--- src/rtl/core/multi_axis_step_pulse_generator_defines.svh ---
// Assertion macros for the step generator top module.
`ifndef MULTI_AXIS_STEP_PULSE_GENERATOR_DEFINES_SVH
`define MULTI_AXIS_STEP_PULSE_GENERATOR_DEFINES_SVH

// Condition implies consequence in the same cycle.
`define MAPSG_ASSERT_IMP(lbl, ante, cons, msg) \
    lbl: assert property (@(posedge i_clk) disable iff (!i_rst_n) (ante) |-> (cons)) \
        else $error(msg);

// Condition implies consequence in the next cycle.
`define MAPSG_ASSERT_NXT(lbl, ante, cons, msg) \
    lbl: assert property (@(posedge i_clk) disable iff (!i_rst_n) (ante) |=> (cons)) \
        else $error(msg);

// Invariant checked at every edge.
`define MAPSG_ASSERT_ALW(lbl, cond, msg) \
    lbl: assert property (@(posedge i_clk) disable iff (!i_rst_n) (cond)) \
        else $error(msg);

`endif

--- src/rtl/core/mapsg_pkg.sv ---
`timescale 1ns / 1ps
`default_nettype none
package mapsg_pkg;

    localparam int MAX_MOTORS_DEF = 8;
    localparam int FRAC_BITS_DEF  = 32;
    localparam int TICK_BITS_DEF  = 32;
    localparam int RATE_BITS      = 48;
    localparam int MASK_BITS      = 8;
    localparam logic [3:0] MOTOR_COUNT_RST = 4'd8;

    typedef enum logic [2:0] {
        REQ_TICK  = 3'd0,
        REQ_LOAD  = 3'd1,
        REQ_START = 3'd2,
        REQ_HALT  = 3'd3,
        REQ_STOP  = 3'd4
    } t_req_type;

    typedef enum logic [1:0] {
        ST_IDLE,
        ST_TICK,
        ST_FIN,
        ST_RESP
    } t_state;

    // Per-cell control strobes from the sequencer.
    typedef struct packed {
        logic load;
        logic start;
        logic clear;
        logic stop;
        logic serv;
    } t_cell_ctl;

endpackage
`default_nettype wire

--- src/rtl/core/mapsg_cell.sv ---
`timescale 1ns / 1ps
`default_nettype none
module mapsg_cell #(
    parameter int FRAC_BITS = mapsg_pkg::FRAC_BITS_DEF,
    parameter int TICK_BITS = mapsg_pkg::TICK_BITS_DEF
) (
    input  wire                          i_clk,
    input  wire                          i_rst_n,
    input  mapsg_pkg::t_cell_ctl         i_ctl,
    input  wire                          i_tok,
    input  wire  [31:0]                  i_step_total,
    input  wire  [32:0]                  i_start_rate,
    input  wire  signed [31:0]           i_accel_change,
    input  wire  signed [31:0]           i_decel_change,
    input  wire  [32:0]                  i_cruise_speed,
    input  wire                          i_direction,
    input  wire  [TICK_BITS-1:0]         i_first_event,
    input  wire  [TICK_BITS-1:0]         i_tick,
    input  wire  [TICK_BITS-1:0]         i_accel_end,
    input  wire  [TICK_BITS-1:0]         i_decel_start,
    input  wire  [TICK_BITS-1:0]         i_block_len,
    output logic                         o_tok,
    output logic                         o_step,
    output logic                         o_dir,
    output logic                         o_mov,
    output logic                         o_active
);
    localparam int RB = mapsg_pkg::RATE_BITS;
    localparam int PW = FRAC_BITS + 2;
    localparam int SW = RB + 1;
    localparam logic [PW-1:0] FP_ONE_P = PW'(1) << FRAC_BITS;
    localparam logic [SW-1:0] PH_MAX_S = {{(SW-PW){1'b0}}, {PW{1'b1}}};

    logic [31:0]          r_total, r_issued;
    logic signed [RB-1:0] r_rate, r_inc, r_dinc, r_cruise;
    logic [TICK_BITS-1:0] r_nev;
    logic [PW-1:0]        r_phase;
    logic                 r_dir, r_mov, r_force, r_b, r_do, r_tok, r_step;

    logic signed [RB:0]   w_rsum;
    logic signed [RB-1:0] n_rate, n_inc;
    logic [TICK_BITS-1:0] n_nev;
    logic                 n_force;
    logic [PW-1:0]        w_base, w_sat, w_psub;
    logic [SW-1:0]        w_psum;
    logic [31:0]          w_iss1;

    assign o_active = (r_total != 32'd0);

    // First half of a cell's turn: rate update and profile events.
    always_comb begin
        w_rsum = {r_rate[RB-1], r_rate} + {r_inc[RB-1], r_inc};
        if (w_rsum[RB] != w_rsum[RB-1]) begin
            n_rate = w_rsum[RB] ? {1'b1, {(RB-1){1'b0}}} : {1'b0, {(RB-1){1'b1}}};
        end else begin
            n_rate = w_rsum[RB-1:0];
        end
        n_inc = r_inc;
        n_nev = r_nev;
        if (i_tick == r_nev) begin
            if (i_tick == i_accel_end) begin
                n_inc = '0;
                if (i_decel_start < i_block_len) begin
                    n_nev = i_decel_start;
                    if (i_tick != i_decel_start) begin
                        n_rate = r_cruise;
                    end
                end
            end
            if (i_tick == i_decel_start) begin
                n_inc = r_dinc;
            end
        end
        n_force = n_rate[RB-1] || (n_rate == '0);
        if (n_force) begin
            n_rate = '0;
        end
    end

    // Second half: phase accumulation and step decision.
    always_comb begin
        w_base = r_force ? FP_ONE_P : r_phase;
        w_psum = {{(SW-PW){1'b0}}, w_base} + {1'b0, r_rate};
        w_sat  = (w_psum > PH_MAX_S) ? {PW{1'b1}} : w_psum[PW-1:0];
        w_psub = w_sat - FP_ONE_P;
        w_iss1 = r_issued + 32'd1;
    end

    always_ff @(posedge i_clk) begin
        if (!i_rst_n) begin
            r_total <= '0;
            r_mov   <= 1'b0;
            r_dir   <= 1'b0;
            r_b     <= 1'b0;
            r_tok   <= 1'b0;
            r_step  <= 1'b0;
        end else begin
            r_tok <= r_b;
            r_b   <= i_tok;
            if (i_tok) begin
                r_step <= 1'b0;
                r_do   <= i_ctl.serv && o_active;
                if (i_ctl.serv && o_active) begin
                    r_rate  <= n_rate;
                    r_inc   <= n_inc;
                    r_nev   <= n_nev;
                    r_force <= n_force;
                end
            end
            if (r_b && r_do) begin
                if (w_sat >= FP_ONE_P) begin
                    r_phase  <= w_psub;
                    r_issued <= w_iss1;
                    r_step   <= 1'b1;
                    if (!r_mov || w_iss1 == r_total) begin
                        r_total <= '0;
                        r_mov   <= 1'b0;
                    end
                end else begin
                    r_phase <= w_sat;
                end
            end
            if (i_ctl.load) begin
                r_total  <= i_step_total;
                r_rate   <= RB'(i_start_rate);
                r_inc    <= RB'(i_accel_change);
                r_dinc   <= RB'(i_decel_change);
                r_cruise <= RB'(i_cruise_speed);
                r_dir    <= i_direction;
                r_nev    <= i_first_event;
                r_issued <= '0;
                r_phase  <= '0;
            end
            if (i_ctl.start && i_ctl.serv && o_active) begin
                r_mov <= 1'b1;
            end
            if (i_ctl.stop) begin
                r_mov <= 1'b0;
            end
            if (i_ctl.clear) begin
                r_total <= '0;
                r_mov   <= 1'b0;
            end
        end
    end

    assign o_tok  = r_tok;
    assign o_step = r_step;
    assign o_dir  = r_dir;
    assign o_mov  = r_mov;
endmodule
`default_nettype wire

--- config.mk ---
export PLATFORM = sky130hd
export DESIGN_NAME = mapsg_cell
export DESIGN_NICKNAME = d
export VERILOG_FILES = /design/src/rtl/core/multi_axis_step_pulse_generator_defines.svh /design/src/rtl/core/mapsg_pkg.sv /design/src/rtl/core/mapsg_cell.sv
export SDC_FILE = /design/constraint.sdc
export NUM_CORES = 1
export LEC_CHECK = 0
export ABC_AREA = 0
export BUFFER_PORTS_ARGS = -buffer_cell sky130_fd_sc_hd__buf_2
export CAP_MARGIN = 15
export CORE_MARGIN = 1.5
export CORE_UTILIZATION = 50
export CTS_CLUSTER_SIZE = 30
export DETAILED_ROUTE_END_ITERATION = 7
export GPL_TIMING_DRIVEN = 1
export PLACE_DENSITY = 0.72
export SLEW_MARGIN = 20
export SYNTH_ARGS = -nofsm -noshare
export SYNTH_HDL_FRONTEND = slang
export SYNTH_SLANG_ARGS = --single-unit
--- constraint.sdc ---
create_clock -name i_clk -period 15.6 [get_ports i_clk]
set_input_delay 1.56 -clock i_clk [delete_from_list [all_inputs] [get_ports i_clk]]
set_output_delay 1.56 -clock i_clk [all_outputs]
set_load 0.05 [all_outputs]
[Word-level counts from Yosys, hierarchy flattened]
Cells that the tools add are included.
Operators by class
  add/subtract/negate cells: 4
  $mul: 0
  div/mod/pow operators: 0
  $lt $le $gt $ge: 3
  equal/unequal tests: 6
  shifts and indexed selects: 0
  multiplexer cells: 39
  bitwise gates (word level): 1
  reductions and logical operators: 33
Operators by type and width (number)
  $mux 48: 15
  $mux 32: 12
  $mux 34: 4
  $eq 32x32->1: 4
  $add 34x48->49: 1
  $add 48x48->49: 1
  $gt 49x34->1 const B: 1
  $logic_not 48->1: 1
  $ge 34x33->1 const B: 1
  $sub 34x33->34 const B: 1
  $mux 33: 1
  $add 32x1->32 const B: 1
  $lt 32x32->1: 1
  $ne 32x32->1: 1
  $reduce_bool 32->1: 1
  $reduce_bool 2->1: 11
  $reduce_and 3->1: 5
  $mux 1: 7
  $reduce_and 2->1: 3
  $reduce_and 6->1: 1
  $reduce_and 5->1: 1
  $logic_and 1x1->1: 4
  $reduce_bool 3->1: 1
  $reduce_or 3->1: 1
  5 further kinds: 6
Word-level totals
  bits in registers: 298
  latch bits: 0
  RAM bits: 0
  bits in read-only memories: 0
  output and inout bits: 5
  word-level logic and storage cells: 102
  memories: 0

[Depth between registers and ports, before layout]
Gate-level depths: netlist of the first run.
  depth in word-level cells: 13
  gate-level depth with buffers: 18
  depth with buffers taken out: 16

[Least setup slack after synthesis of the first run]
Ideal clock, no wire load.
  path kind: register to register
  from: register r_force
  to: register r_issued[0], enable pin
  library setup time: 0.466 ns
  arrival: 5.604 ns
  slack: 9.531 ns
  stages on the path, launching flop included: 17
  clock period less this slack: 6.069 ns
  path through: edfxtp_1 -> clkbuf_1 -> nor2b_1 -> ha_1 -> fa_1 -> a21o_1 -> a21oi_2 -> o21bai_2 -> a21oi_2 -> o31ai_4 -> a31o_2 -> a21oi_1 -> o21ai_0 -> mux2i_1 -> nor3_1 -> and2_2 -> o21ai_0
On the way
  word-level cells in the longest chain between the ends: 7
Ends and longest elaborated chain
  start: declaration: RTL line mapsg_cell.sv:38  | logic r_dir, r_mov, r_force, r_b, r_do, r_tok, r_step;
  start signal: assignment: RTL line mapsg_cell.sv:107  | r_force <= n_force;
  $mux 34 *: RTL line mapsg_cell.sv:82  | w_base = r_force ? FP_ONE_P : r_phase;
  $add 34x48->49 *: RTL line mapsg_cell.sv:83  | w_psum = {{(SW-PW){1'b0}}, w_base} + {1'b0, r_rate};
  $gt 49x34->1: RTL line mapsg_cell.sv:84  | w_sat = (w_psum > PH_MAX_S) ? {PW{1'b1}} : w_psum[PW-1:0];
  $mux 34 *: RTL line mapsg_cell.sv:84
  $ge 34x33->1 *: RTL line mapsg_cell.sv:111  | if (w_sat >= FP_ONE_P) begin
  $reduce_bool 2->1 (no line) *
  $reduce_and 3->1 (no line) *
  end signal: assignment: RTL line mapsg_cell.sv:113  | r_issued <= w_iss1;
  end: declaration: RTL line mapsg_cell.sv:34  | logic [31:0] r_total, r_issued;
Every way passes the cells marked *; elsewhere a longest branch is shown, timed or not.
A chain may end at the register's enable or synchronous reset.

[Worst setup path in the final report of the first run]
  from: register r_force
  to: register r_total[15]
On the way
  word-level cells in the longest chain between the ends: 7
Ends and longest elaborated chain
  $mux 34 *: RTL line mapsg_cell.sv:82
  $add 34x48->49 *: RTL line mapsg_cell.sv:83
  $gt 49x34->1: RTL line mapsg_cell.sv:84
  $mux 34 *: RTL line mapsg_cell.sv:84
  $ge 34x33->1 *: RTL line mapsg_cell.sv:111
  $reduce_bool 2->1 (no line) *
  $reduce_and 3->1 (no line) *
  end signal: assignment: RTL line mapsg_cell.sv:124  | r_total <= i_step_total;
  end: declaration: RTL line mapsg_cell.sv:34
Marked as above.

==> parameters.txt, run 1 <==
Parameter                              Value

Run status
  Result of the run ... completed

Critical path
  CP startpoint kind ... flip-flop
  Critical path class ... flip-flop to flip-flop
  Data required time at the worst endpoint ... around 16 ns
  Launch instance of the worst register-to-register path ... r_force$_DFFE_PP_
  Worst setup slack for register-to-register paths ... 10.27 ns
  Cell seen most often among critical-path stages ... a21oi_2
  Category of the worst setup path capture point ... flip-flop
  Register-to-Register Path Depth ... 17
  Worst R2R End ... r_total[15]$_SDFFE_PP0P_
  Crit path cell chain ... buf_4 -> nor2b_1 -> ha_1 -> fa_1 -> a21o_1 -> a21oi_2 -> o21bai_2 -> a21oi_2 -> o31ai_4 -> a21boi_2 -> o31a_1 -> a2111oi_0 -> or4b_4 -> nor4_4 -> nand2_2 -> a31oi_4 -> a22o_1
  Crit path max fanout ... 34
  Arrival time worst endpoint ... a little under 6 ns
  Cell type of the slowest stage on the worst timing path ... a31oi_4
  Slowest Stage Delay on Critical Path ... between 0.7 and 0.8 ns

Die
  Starting Density ... 0.504
  Die area ... approximately 40000 sq um
  Site Rows ... a little over 70
  Chip Height ... roughly 200 microns
  Num ports ... 336
  Core region area ... 38600 sq um
  Die boundary width ... 200 microns

Pwr
  Switching component of the power ... just under 0.0007 W
  Total internal power ... 0.00148 W
  Share of power burned in combinational logic ... 0.251
  Switching fraction of total power ... 0.319
  Pwr Density ... between 90 and 100 nW/um^2
  Leakage power summed over all cells ... roughly 8.9 nW
  Sequential share of power ... 0.420
  Peak supply drop ... 0.0914 mV
  Portion of total power attributed to the clock network ... 0.329

Placement
  Global placement routability congestion ... 0.974
  Pre-CTS setup slack ... between 10 and 15 ns
  Instance area after placement ... around 22000 sq um
  HPWL after DPL ... 51.0 mm
  PortBufs ... around 340

Timing
  Maximum frequency from static timing analysis ... 188 MHz
  Slew @ Worst Pin ... a little over 0.9 ns
  Final setup vio count ... 0
  Post-route setup TNS ... 0 ns
  RSZ-0062 raised after global routing ... false
  Shortest clock period the worst path allows after layout ... between 5 and 6 ns
  Headroom to the max-slew limit ... 0.377
  Crit path setup slack, layout ... around 10 ns
  Final cycle utilization of the critical path ... 0.342
  Setup clock skew after layout ... roughly 0.020 ns
  Total count of hold-check failures in the final report ... 0
  Final worst hold slack ... between 0.4 and 0.5 ns
  Max-slew violation count ... 0

Cells and area
  Fraction of layout instances using a drive strength above 1 ... 0.198
  Synthesis-to-finish area growth ... 16.3%
  Most common library cell in the layout ignoring fill and taps ... buf_2
  Seq. cell area ... approximately 8100 sq um
  Total of fill cells in the finished design ... 3412
  Top library cells by usage in the layout, fill and taps aside ... 334 x buf_2, 245 x edfxtp_1, 222 x nand2_1
  Total Nets Final ... roughly 2800
  Total area of multi-input combinational cells ... 10700 sq um
  Fin area ... approximately 23000 sq um

Detailed routing
  Final routed wirelength across all metal layers ... 64.9 mm
  Detailed-routing iteration count for the pre-antenna-repair pass ... 5
  Via density ... about 6.1
  Via Count ... roughly 18000
  Drt drc ... 0
  Antenna-violating nets left ... 0
  Initial detailed-routing violation count ... ~1700
  Average detailed-routed wire length per instance ... 22.5 microns

Clocking
  Clock Path Buffers ... 3
  Insertion delay to the later sink of the worst-skew pair ... 0.60 ns
  H-tree depth ... 1
  Clock slew seen by the registers of the worst setup and hold paths ... 0.06 ns
  CTS tree ... done
  PostCTS Resize Cnt ... 0
  Clock buffer count from CTS ... 30
  Number of buffers added for setup after CTS ... 0
  Number of hold buffers added after cts ... 0
  Clk sink count ... approximately 280
  Clock root buffer master ... clkbuf_16

Global route
  Aggregate global routing overflow ... 0
  Number of global-route vias before repair ... approximately 17000
  Number of antenna violations at the first check in global routing ... 19
  GRT Util Overall ... 0.315
  Maximum number of pins on one net before global-route repair ... 86
  Global-route wire length before repair ... between 90 and 100 mm

Logic synthesis
  Nets in the synthesized netlist ... ~2500
  Number of synthesized register bits ... 282
  Netlist area before placement ... 19400 sq um
  Cell count after synthesis ... around 2000
  Share of synthesized registers carrying an async set or reset ... 0
  Number of unique standard cell types used by synthesis ... a little under 90
  Post-synthesis sequential area ratio ... 0.416
  Mapped Avg Cell Area ... approximately 9.5 sq um
  Leading register cell type out of synthesis ... edfxtp_1
  EDFF count, synth ... about 250
  Number of warnings issued by yosys ... 0

Hold path
  Number of cells on the worst hold path ... 1
  Beginning of the worst hold path ... r_b$_SDFF_PN0_
  Hold worst-path end ... o_tok$_SDFF_PN0_
  Worst min-delay path category ... flip-flop to flip-flop

Flow run
  Max cap viols ... 0
## per-layer routing
layer | routed length (microns) | vias up | global-route usage
met5 | 115 | - | 0
met4 | 2550 | 18 | 0.122
met3 | 5770 | 162 | 0.0543
met2 | 30500 | 842 | 0.529
met1 | 25900 | 8368 | 0.405
li1 | - | 8174 | -
## registers in the layout, indices dropped and copies added, names as in the netlist
signal	cells
r_dinc	32
r_inc	32
r_issued	32
r_force	1
r_nev	32
o_dir	1
o_tok	1
r_cruise	33
o_step	1
r_total	32
r_do	1
r_b	1
r_phase	34
o_mov	1
r_rate	48
## worst max-delay path: cells and delay by family, from the launching register on
kind | cells | cell delay [ns]
buf+inv | 1 | 0.36
fa+ha+maj | 2 | 0.65
simple gates | 4 | 1.33
flops | 1 | 0.32
compound gates | 10 | 2.57
## per-stage QoR
| stage | total power (W) | util | cells |
|---|---|---|---|
| after CTS | 0.00217 | 0.584 | 2875 |
| final | 0.00218 | 0.587 | 2889 |
| after detailed placement | 0.00146 | 0.559 | 2820 |
| after global routing | 0.00226 | 0.586 | 2885 |
| after floorplan | 0.00127 | - | 2040 |
| after global placement | 0.00145 | 0.559 | 2820 |
## power by group through the flow
stage | Sequential (W) | Clock [W] | Combinational, W
floorplan | 0.000912 | 0 | 0.000361
global placement | 0.000927 | 0 | 0.000525
detailed placement | 0.000928 | 0 | 0.000531
CTS | 0.000912 | 0.000723 | 0.000534
global route | 0.000917 | 0.000752 | 0.000592
finish | 0.000914 | 0.000717 | 0.000546
## cells in the mapped netlist (4+ instances only)
master	instances	area (sq um)
o21ai_0	127	636
nand2b_1	10	62.6
or4_1	4	30.0
dfxtp_1	37	741
or3_1	4	25.0
xor2_1	61	534
nand2_1	223	837
xnor2_1	172	1510
nand4_1	73	457
nor3b_1	4	30.0
and2_1	15	93.8
a21oi_1	174	871
a211oi_1	20	150
o31ai_1	13	97.6
edfxtp_1	245	7360
and3_1	7	43.8
buf_1	10	37.5
nand3_1	38	190
a221oi_1	6	52.6
nand3b_1	4	30.0
o2bb2ai_1	4	35.0
a22o_1	36	315
a21o_1	34	255
buf_2	14	70.1
clkbuf_1	61	229
nor3_1	20	100
a31oi_1	20	125
mux2i_1	4	40.0
o21a_1	9	67.6
ha_1	114	1430
mux2_2	33	372
o22ai_1	9	56.3
o21ai_1	6	30.0
and4_1	9	78.8
nor2_1	139	522
nor4_1	34	213
nor2b_1	43	269
o21bai_1	18	135
inv_1	76	285
o211ai_1	31	233
## how the worst max path moves through the flow
stage | startpoint | end | slack, ns | cells after the start
after floorplan | r_force$_DFFE_PP_ | r_issued[0]$_SDFFCE_PP0P_ | 9.53 | 16
after global placement | i_tick[1] | r_force$_DFFE_PP_ | 10.06 | 14
after detailed placement | i_tick[19] | r_force$_DFFE_PP_ | 10.07 | 14
after CTS | r_force$_DFFE_PP_ | r_total[15]$_SDFFE_PP0P_ | 10.33 | 17
after global routing | r_force$_DFFE_PP_ | r_total[28]$_SDFFE_PP0P_ | 9.92 | 17
final | r_force$_DFFE_PP_ | r_total[15]$_SDFFE_PP0P_ | 10.27 | 17
## logic make-up after synthesis
kind of cell | synth area share
AND/OR/NAND/NOR | 0.162
AO/OA/AOI/OAI | 0.184
flip-flops | 0.416
XOR/XNOR | 0.105
buffers and inverters | 0.0345
adder cells (fa/ha/maj) | 0.0769
multiplexers | 0.0217
other | 0.000193
## cell type report
type / count / share of cell area
Multi-Input combinational cell: 1592 / 0.474
Clock inverter: 22 / 0.00902
Sequential cell: 282 / 0.358
Inverter: 76 / 0.0126
Antenna cell: 12 / 0.00133
Tap cell: 518 / 0.0287
Timing Repair Buffer: 354 / 0.0825
Clock buffer: 33 / 0.0341
(Power assumes the default switching activity.)
==> run 2, diff against run 1 <==
--- a/config.mk
+++ b/config.mk
@@ -5,7 +5,7 @@
 export SDC_FILE = /design/constraint.sdc
 export NUM_CORES = 1
 export LEC_CHECK = 0
-export ABC_AREA = 0
+export ABC_AREA = 1
 export BUFFER_PORTS_ARGS = -buffer_cell sky130_fd_sc_hd__buf_2
 export CAP_MARGIN = 15
 export CORE_MARGIN = 1.5
@@ -13,7 +13,7 @@
 export CTS_CLUSTER_SIZE = 30
 export DETAILED_ROUTE_END_ITERATION = 7
 export GPL_TIMING_DRIVEN = 1
-export PLACE_DENSITY = 0.72
+export PLACE_DENSITY = 0.74
 export SLEW_MARGIN = 20
 export SYNTH_ARGS = -nofsm -noshare
 export SYNTH_HDL_FRONTEND = slang
==> constraint.sdc (replaced) <==
create_clock -name i_clk -period 4.9 [get_ports i_clk]
set_input_delay 0.49 -clock i_clk [delete_from_list [all_inputs] [get_ports i_clk]]
set_output_delay 0.49 -clock i_clk [all_outputs]
set_load 0.05 [all_outputs]
==> parameters.txt, run 2 <==
Parameter                              Value

Timing
  Slew @ Worst Pin ... 1.09 ns (+0.153 ns)
  Max-slew violation count ... 0 (unchanged)
  Maximum frequency from static timing analysis ... 216 MHz (+15%)
  Final setup vio count ... 0 (unchanged)
  Total count of hold-check failures in the final report ... 0 (unchanged)
  Headroom to the max-slew limit ... 0.273 (-0.104)
  Final cycle utilization of the critical path ... 0.946 (+0.604)
  Crit path setup slack, layout ... 0.267 ns (-10.01 ns)
  Setup clock skew after layout ... 0.0260 ns (+0.00569 ns)
  Shortest clock period the worst path allows after layout ... 4.63 ns (-0.695 ns)

Cells and area
  Register containing the most flip-flops in the final layout ... r_rate
  Fin area ... 25500 sq um (+13%)
  Post-layout util ... 0.591 (+0.00413)
  Total Nets Final ... 3851 (+38%)
  Number of standard cells in the final layout excluding fillers ... 4032 (+40%)
  Most common library cell in the layout ignoring fill and taps ... nand2_1
  Registers with the highest flip-flop counts ... r_rate x48, r_phase x34, r_cruise x33
  Synthesis-to-finish area growth ... 16.1%
  Max FFs per register ... 48 (unchanged)
  Fraction of layout instances using a drive strength above 1 ... 0.138 (-0.0599)
  Top library cells by usage in the layout, fill and taps aside ... 955 x nand2_1, 403 x inv_1, 350 x nor2_1

Detailed routing
  Average detailed-routed wire length per instance ... 18.5 microns (-18%)
  Initial detailed-routing violation count ... 1771 (+5.5%)
  Via Count ... 21500 (+23%)
  Antenna-violating nets left ... 0 (unchanged)
  Detailed-routing iteration count for the pre-antenna-repair pass ... 6 (+1)
  Via density ... 5.34 (-12%)
  Final routed wirelength across all metal layers ... 74.6 mm (+15%)
  Drt drc ... 0 (unchanged)

Clocking
  Clock root buffer master ... clkbuf_16
  CTS tree ... done
  Clock buffer count from CTS ... 31 (+3.3%)
  Clock slew seen by the registers of the worst setup and hold paths ... 0.07 ns (about the same)
  H-tree depth ... 1 (unchanged)
  Clk sink count ... 282 (unchanged)
  Clock Path Buffers ... 3 (unchanged)
  Insertion delay to the later sink of the worst-skew pair ... 0.62 ns (+0.02 ns)
  Number of hold buffers added after cts ... 0 (unchanged)

Critical path
  Critical path class ... flip-flop to flip-flop
  Crit path cell chain ... buf_4 -> nor2_1 -> ha_1 -> fa_1 -> nand2_1 -> a21oi_1 -> nand3_1 -> nand3_1 -> a21oi_1 -> o21ai_0 -> nand4_1 -> nand3_1 -> nor2_1 -> nand2_1 -> nor2_1 -> and2_1 -> inv_1 -> buf_12 -> o21ai_0 -> inv_1
  Arrival time worst endpoint ... 4.99 ns (-0.87 ns)
  Register-to-Register Path Depth ... 20 (+3)
  Crit path max fanout ... 20 (-41%)
  Worst setup slack for register-to-register paths ... 0.27 ns (-10.01 ns)
  Slowest Stage Delay on Critical Path ... 0.48 ns (-0.25 ns)
  Category of the worst setup path capture point ... flip-flop
  Data required time at the worst endpoint ... 5.26 ns (-10.87 ns)
  Launch instance of the worst register-to-register path ... r_force$_DFFE_PP_
  Worst R2R End ... r_phase[17]$_SDFFCE_PP0P_
  Cell type of the slowest stage on the worst timing path ... edfxtp_1
  CP startpoint kind ... flip-flop

Pwr
  Pwr Density ... 284 nW/um^2 (+200%)
  Leakage power summed over all cells ... 12.2 nW (+38%)
  Power consumption ... 0.00725 W (+230%)
  Peak supply drop ... 0.269 mV (+190%)

Die
  Chip Height ... 213 microns (+6.2%)
  Site Rows ... 76 (+5.6%)
  Num ports ... 336 (unchanged)
  Core region area ... 43200 sq um (+12%)
  Die area ... 45200 sq um (+13%)
  Die boundary width ... 213 microns (+6.2%)
  Starting Density ... 0.509 (+0.00442)

Global route
  Met2 track demand over resource ... 0.548 (+0.0196)
  Number of antenna violations at the first check in global routing ... 23 (+4)
  Maximum number of pins on one net before global-route repair ... 99 (+15%)
  GRT met1 Usage ... 0.404 (-0.000604)
  GRT Util Overall ... 0.329 (+0.0139)
  Met3 track demand over resource in global routing ... 0.0617 (+0.00740)
  Number of global-route vias before repair ... 20700 (+22%)
  Busiest layer in global routing ... met2
  Aggregate global routing overflow ... 0 (unchanged)
  Global-route wire length before repair ... 113 mm (+16%)

Hold path
  Worst min-delay path category ... primary input to flip-flop
  Hold worst-path end ... r_cruise[10]$_DFFE_PP_
  Beginning of the worst hold path ... i_cruise_speed[10]
  Number of cells on the worst hold path ... 1 (unchanged)

Logic synthesis
  Cell types occupying the most area after synthesis ... edfxtp_1 33%, nand2_1 16%, inv_1 6.9%
  Top-count cell post-synth ... nand2_1
  Mapped Avg Cell Area ... 7.13 sq um (-25%)
  Netlist area before placement ... 22000 sq um (+13%)
  Nets in the synthesized netlist ... 3528 (+42%)
  Proportion of netlist area held by the largest area contributor ... 0.335 (-0.0434)
  Number of synthesized register bits ... 282 (unchanged)
  Number of unique standard cell types used by synthesis ... 49 (-44%)
  Share of synthesized registers carrying an async set or reset ... 0 (unchanged)
  EDFF count, synth ... 245 (unchanged)
  Cell count after synthesis ... 3081 (+51%)
  Ranking of synthesized cells by instance count ... 955 x nand2_1, 404 x inv_1, 350 x nor2_1, 245 x edfxtp_1, 162 x a21oi_1
  Synth area leader ... edfxtp_1
  Leading register cell type out of synthesis ... edfxtp_1
  Number of warnings issued by yosys ... 0 (unchanged)
  Post-synthesis sequential area ratio ... 0.369 (-0.0477)

Placement
  Instance area after placement ... 24300 sq um (+13%)
  Number of instances in the placed design ... 3954 (+40%)
  HPWL after DPL ... 60.7 mm (+19%)
  PortBufs ... 335 (unchanged)
  Global placement routability congestion ... 1.08 (+11%)
  Pre-CTS setup slack ... 0.173 ns (-9.90 ns)

Flow run
  Max cap viols ... 0 (unchanged)

Run status
  Result of the run ... completed
## run 2: cell types whose count changed in the layout (fill, tap and decap cells not counted), sizes merged, moves of 30 or more
cell and change:
nand2 +735, inv +339, nor2 +219, nand3 +105
xnor2 -81, nor2b -43, xor2 +42, a22o -36
mux2 -34, o211ai -30
## run 2: cells by family (layout without fill, tap and decap cells)
family	Yosys count	after routing	share of synthesized area
flops	282	282	0.369
fa+ha+maj	116	116	0.0668
xor+xnor	197	197	0.0804
buf+inv	487	835	0.0870
simple gates	1646	1646	0.311
compound gates	352	352	0.0857
other cells	1	19	0.000171
## run 2: critical path: cells and delay by family (launching register included)
kind,cells,cell delay [ns]
fa+ha+maj,2,0.60
compound gates,4,1.06
buf+inv,4,0.78
flops,1,0.48
simple gates,10,1.43
## run 2: report_power, final
group / total, W / internal [W] / switching, W
Sequential: 0.00290 / 0.00278 / 0.000117
Clock: 0.00253 / 0.00149 / 0.00104
Combinational: 0.00182 / 0.000643 / 0.00117
## run 2: cell type report
cell class	instances	area [sq um]
multi-input combinational	2312	12000
clock inverter	15	180
antenna	18	45.0
timing repair buffer	362	1950
tap	585	732
inverter	415	1560
sequential	282	8100
clock buffer	43	928
fill	4217	17700
## run 2: worst max-delay path by stage
stage                             start                   endpoint  slack (ns)  cells after the start
2_1_floorplan  r_total[29]$_SDFFE_PP0P_         r_nev[0]$_DFFE_PP_        0.11                      8
3_3_place_gp          r_force$_DFFE_PP_  r_phase[16]$_SDFFCE_PP0P_        0.16                     18
3_5_place_dp          r_force$_DFFE_PP_  r_phase[17]$_SDFFCE_PP0P_        0.17                     18
4_1_cts               r_force$_DFFE_PP_  r_phase[17]$_SDFFCE_PP0P_        0.06                     18
5_1_grt               r_force$_DFFE_PP_  r_phase[17]$_SDFFCE_PP0P_      -0.005                     20
6_report              r_force$_DFFE_PP_  r_phase[17]$_SDFFCE_PP0P_        0.27                     20
## run 2: per-stage QoR
stage	hold WS [ns]	setup TNS [ns]
floorplan	0.426	0
global placement	0.466	0
detailed placement	0.469	0
CTS	0.0257	0
global route	0.0346	-0.00463
finish	0.0412	0
## run 2: what timing repair did
| action | CTS | global route |
|---|---|---|
| gates resized for setup | 0 | 2 |
| buffers inserted | 0 | 2 |
| setup endpoints to repair | 0 | 96 |
## run 2: per-layer routing
metal / vias to the layer above / share of wire / wire length [microns]
li1: 10700 / - / -
met1: 9792 / 0.40 / 30100
met2: 860 / 0.46 / 34400
met3: 206 / 0.074 / 5550
met4: 8 / 0.060 / 4480
met5: - / 0.00064 / 48
==> run 3, diff against run 2 <==
--- a/config.mk
+++ b/config.mk
@@ -6,15 +6,15 @@
 export NUM_CORES = 1
 export LEC_CHECK = 0
 export ABC_AREA = 1
-export BUFFER_PORTS_ARGS = -buffer_cell sky130_fd_sc_hd__buf_2
 export CAP_MARGIN = 15
 export CORE_MARGIN = 1.5
 export CORE_UTILIZATION = 50
 export CTS_CLUSTER_SIZE = 30
 export DETAILED_ROUTE_END_ITERATION = 7
+export DONT_BUFFER_PORTS = 1
 export GPL_TIMING_DRIVEN = 1
-export PLACE_DENSITY = 0.74
-export SLEW_MARGIN = 20
+export PLACE_DENSITY = 0.68
+export SLEW_MARGIN = 10
 export SYNTH_ARGS = -nofsm -noshare
 export SYNTH_HDL_FRONTEND = slang
 export SYNTH_SLANG_ARGS = --single-unit
==> parameters.txt, run 3 (synthesized netlist as in run 2, its figures left out) <==
Parameter                              Value

Clocking
  CTS tree ... done
  Clock buffer count from CTS ... 34 (+9.7%)
  Clock root buffer master ... clkbuf_16
  Clock Path Buffers ... 3 (unchanged)
  Insertion delay to the later sink of the worst-skew pair ... 0.58 ns (-0.04 ns)
  Clk sink count ... 282 (unchanged)
  PostCTS Resize Cnt ... 0 (unchanged)
  H-tree depth ... 2 (+1)
  Clock slew seen by the registers of the worst setup and hold paths ... 0.06 ns (about the same)

Global route
  Number of antenna violations at the first check in global routing ... 6 (-74%)
  Global-route wire length before repair ... 116 mm (+2.3%)
  Aggregate global routing overflow ... 0 (unchanged)
  Number of global-route vias before repair ... 20700 (+0.11%)
  Maximum number of pins on one net before global-route repair ... 183 (+85%)
  GRT Util Overall ... 0.341 (+0.0119)

Hold path
  Worst min-delay path category ... primary input to flip-flop

Cells and area
  Total of fill cells in the finished design ... 4188 (-0.69%)
  Top library cells by usage in the layout, fill and taps aside ... 955 x nand2_1, 403 x inv_1, 350 x nor2_1
  Synthesis-to-finish area growth ... 10.0%
  Register containing the most flip-flops in the final layout ... r_rate
  Fraction of layout instances using a drive strength above 1 ... 0.0421 (-0.0955)
  Max FFs per register ... 48 (unchanged)
  Registers with the highest flip-flop counts ... r_rate x48, r_phase x34, r_cruise x33
  Number of standard cells in the final layout excluding fillers ... 3720 (-7.7%)
  Total Nets Final ... 3555 (-7.7%)
  Most common library cell in the layout ignoring fill and taps ... nand2_1

Placement
  Pre-CTS setup slack ... 0.0422 ns (-0.131 ns)
  Global placement routability congestion ... 1.11 (+2.5%)
  Number of instances in the placed design ... 3614 (-8.6%)
  HPWL after DPL ... 61.3 mm (+0.89%)
  PortBufs ... 0 (-100%)

Pwr
  Pwr Density ... 298 nW/um^2 (+4.7%)
  Peak supply drop ... 0.281 mV (+4.6%)
  Leakage power summed over all cells ... 11.0 nW (-9.6%)

Timing
  Shortest clock period the worst path allows after layout ... 4.52 ns (-0.112 ns)
  Crit path setup slack, layout ... 0.379 ns (+0.112 ns)
  Max-slew violation count ... 0 (unchanged)
  Setup clock skew after layout ... 0.0383 ns (+0.0122 ns)
  Slew @ Worst Pin ... 1.12 ns (+0.0309 ns)
  Total count of hold-check failures in the final report ... 0 (unchanged)
  RSZ-0062 raised after global routing ... false
  Post-route setup TNS ... 0 ns (unchanged)
  Maximum frequency from static timing analysis ... 221 MHz (+2.5%)
  Final cycle utilization of the critical path ... 0.923 (-0.0229)
  Final setup vio count ... 0 (unchanged)
  Headroom to the max-slew limit ... 0.253 (-0.0207)

Die
  Core region area ... 43200 sq um (unchanged)
  Chip Height ... 213 microns (unchanged)
  Starting Density ... 0.509 (unchanged)
  Die boundary width ... 213 microns (unchanged)
  Site Rows ... 76 (unchanged)
  Num ports ... 336 (unchanged)
  Die area ... 45200 sq um (unchanged)

Detailed routing
  Final routed wirelength across all metal layers ... 76.3 mm (+2.3%)
  Drt drc ... 23 (+23)
  Initial detailed-routing violation count ... 1760 (-0.62%)
  Detailed-routing iteration count for the pre-antenna-repair pass ... 8 (+2)
  Average detailed-routed wire length per instance ... 20.5 microns (+11%)
  Via Count ... 21000 (-2.5%)
  Via density ... 5.64 (+5.6%)
  Antenna-violating nets left ... 0 (unchanged)

Critical path
  Cell type of the slowest stage on the worst timing path ... fa_1
  Data required time at the worst endpoint ... 5.19 ns (-0.07 ns)
  Critical path class ... flip-flop to flip-flop
  Crit-path leading delay family ... simple AND/OR/NAND/NOR gates
  CP startpoint kind ... flip-flop
  Worst Path Buf+Inv ... 4 (unchanged)
  Category of the worst setup path capture point ... flip-flop
  Arrival time worst endpoint ... 4.81 ns (-0.18 ns)
  Crit path max fanout ... 33 (+65%)
  Cell seen most often among critical-path stages ... nand2_1
  Slowest Stage Delay on Critical Path ... 0.41 ns (-0.07 ns)

Run status
  Violated checks ... DRC
  Result of the run ... finished, violations left

Flow run
  Max cap viols ... 0 (unchanged)
run 3: layout make-up:
type	instances	area [sq um]	area share
Sequential cell	282	8100	0.335
Clock buffer	40	905	0.0374
Timing Repair Buffer	63	638	0.0264
Multi-Input combinational cell	2312	12000	0.497
Clock inverter	20	230	0.00952
Inverter	415	1560	0.0645
Antenna cell	3	7.51	0.000311
Tap cell	585	732	0.0303
run 3: report_power, final:
part / leakage, nW / internal, W / switching, W / total (W)
clock network: 0.544 / 0.00154 / 0.00108 / 0.00262
logic: 7.84 / 0.000575 / 0.00109 / 0.00166
registers: 2.65 / 0.00279 / 0.000126 / 0.00291
run 3: metal layers:
layer	global-route usage	routed length, microns	share of wire	up-vias
met3	0.0572	5680	0.074	252
met5	0	34	0.00045	-
li1	-	-	-	10100
met4	0.204	4920	0.064	6
met2	0.587	36600	0.48	1010
met1	0.397	29100	0.38	9663
run 3: path summary, 6_finish.rpt:
path                      startpoint                       end  slack (ns)  cells past startpoint
max              r_rate[0]$_DFFE_PP_  r_rate[43]$_SDFFCE_PP0P_        0.38                     25
min               i_decel_change[31]      r_dinc[31]$_DFFE_PP_        0.02                      0
max reg2reg      r_rate[0]$_DFFE_PP_  r_rate[43]$_SDFFCE_PP0P_        0.38                     25
min reg2reg  r_total[5]$_SDFFE_PP0P_   r_total[5]$_SDFFE_PP0P_        0.51                      2
run 3: repair_timing:
item	in CTS	in global routing
endpoints found under the setup margin	1	0
hold buffers	38	0
hold endpoints to repair	38	0
setup buffers	4	0
run 3: per-stage QoR:
step           power, W  cell area, sq um  hold slack, ns   util
2_1_floorplan   0.00412             22000           0.426      -
3_3_place_gp    0.00453             22600           0.498  0.523
3_5_place_dp    0.00455             22600           0.503  0.523
4_1_cts         0.00719             24100        0.000398  0.559
5_1_grt         0.00753             24200          0.0116  0.560
6_report        0.00720             24200          0.0152  0.560
run 3: worst register-to-register path, cell delays in order, from the launching register on:
cell      delay, ns
edfxtp_1       0.38
ha_1           0.24
inv_1          0.07
fa_1           0.41
inv_1          0.17
nand3_1        0.09
nand2_1        0.24
nand2_1        0.09
nand2_1        0.18
nand2_1        0.10
nand2_2        0.13
nand2_1        0.11
nand4_1        0.09
nand2_1        0.13
a21oi_4        0.17
buf_12         0.21
nand2_1        0.09
o21ai_0        0.12
nand2_1        0.08
nor2_1         0.15
nand2_1        0.14
nor2_2         0.31
nand3_4        0.10
buf_4          0.23
nand3_4        0.17
nor2_1         0.07
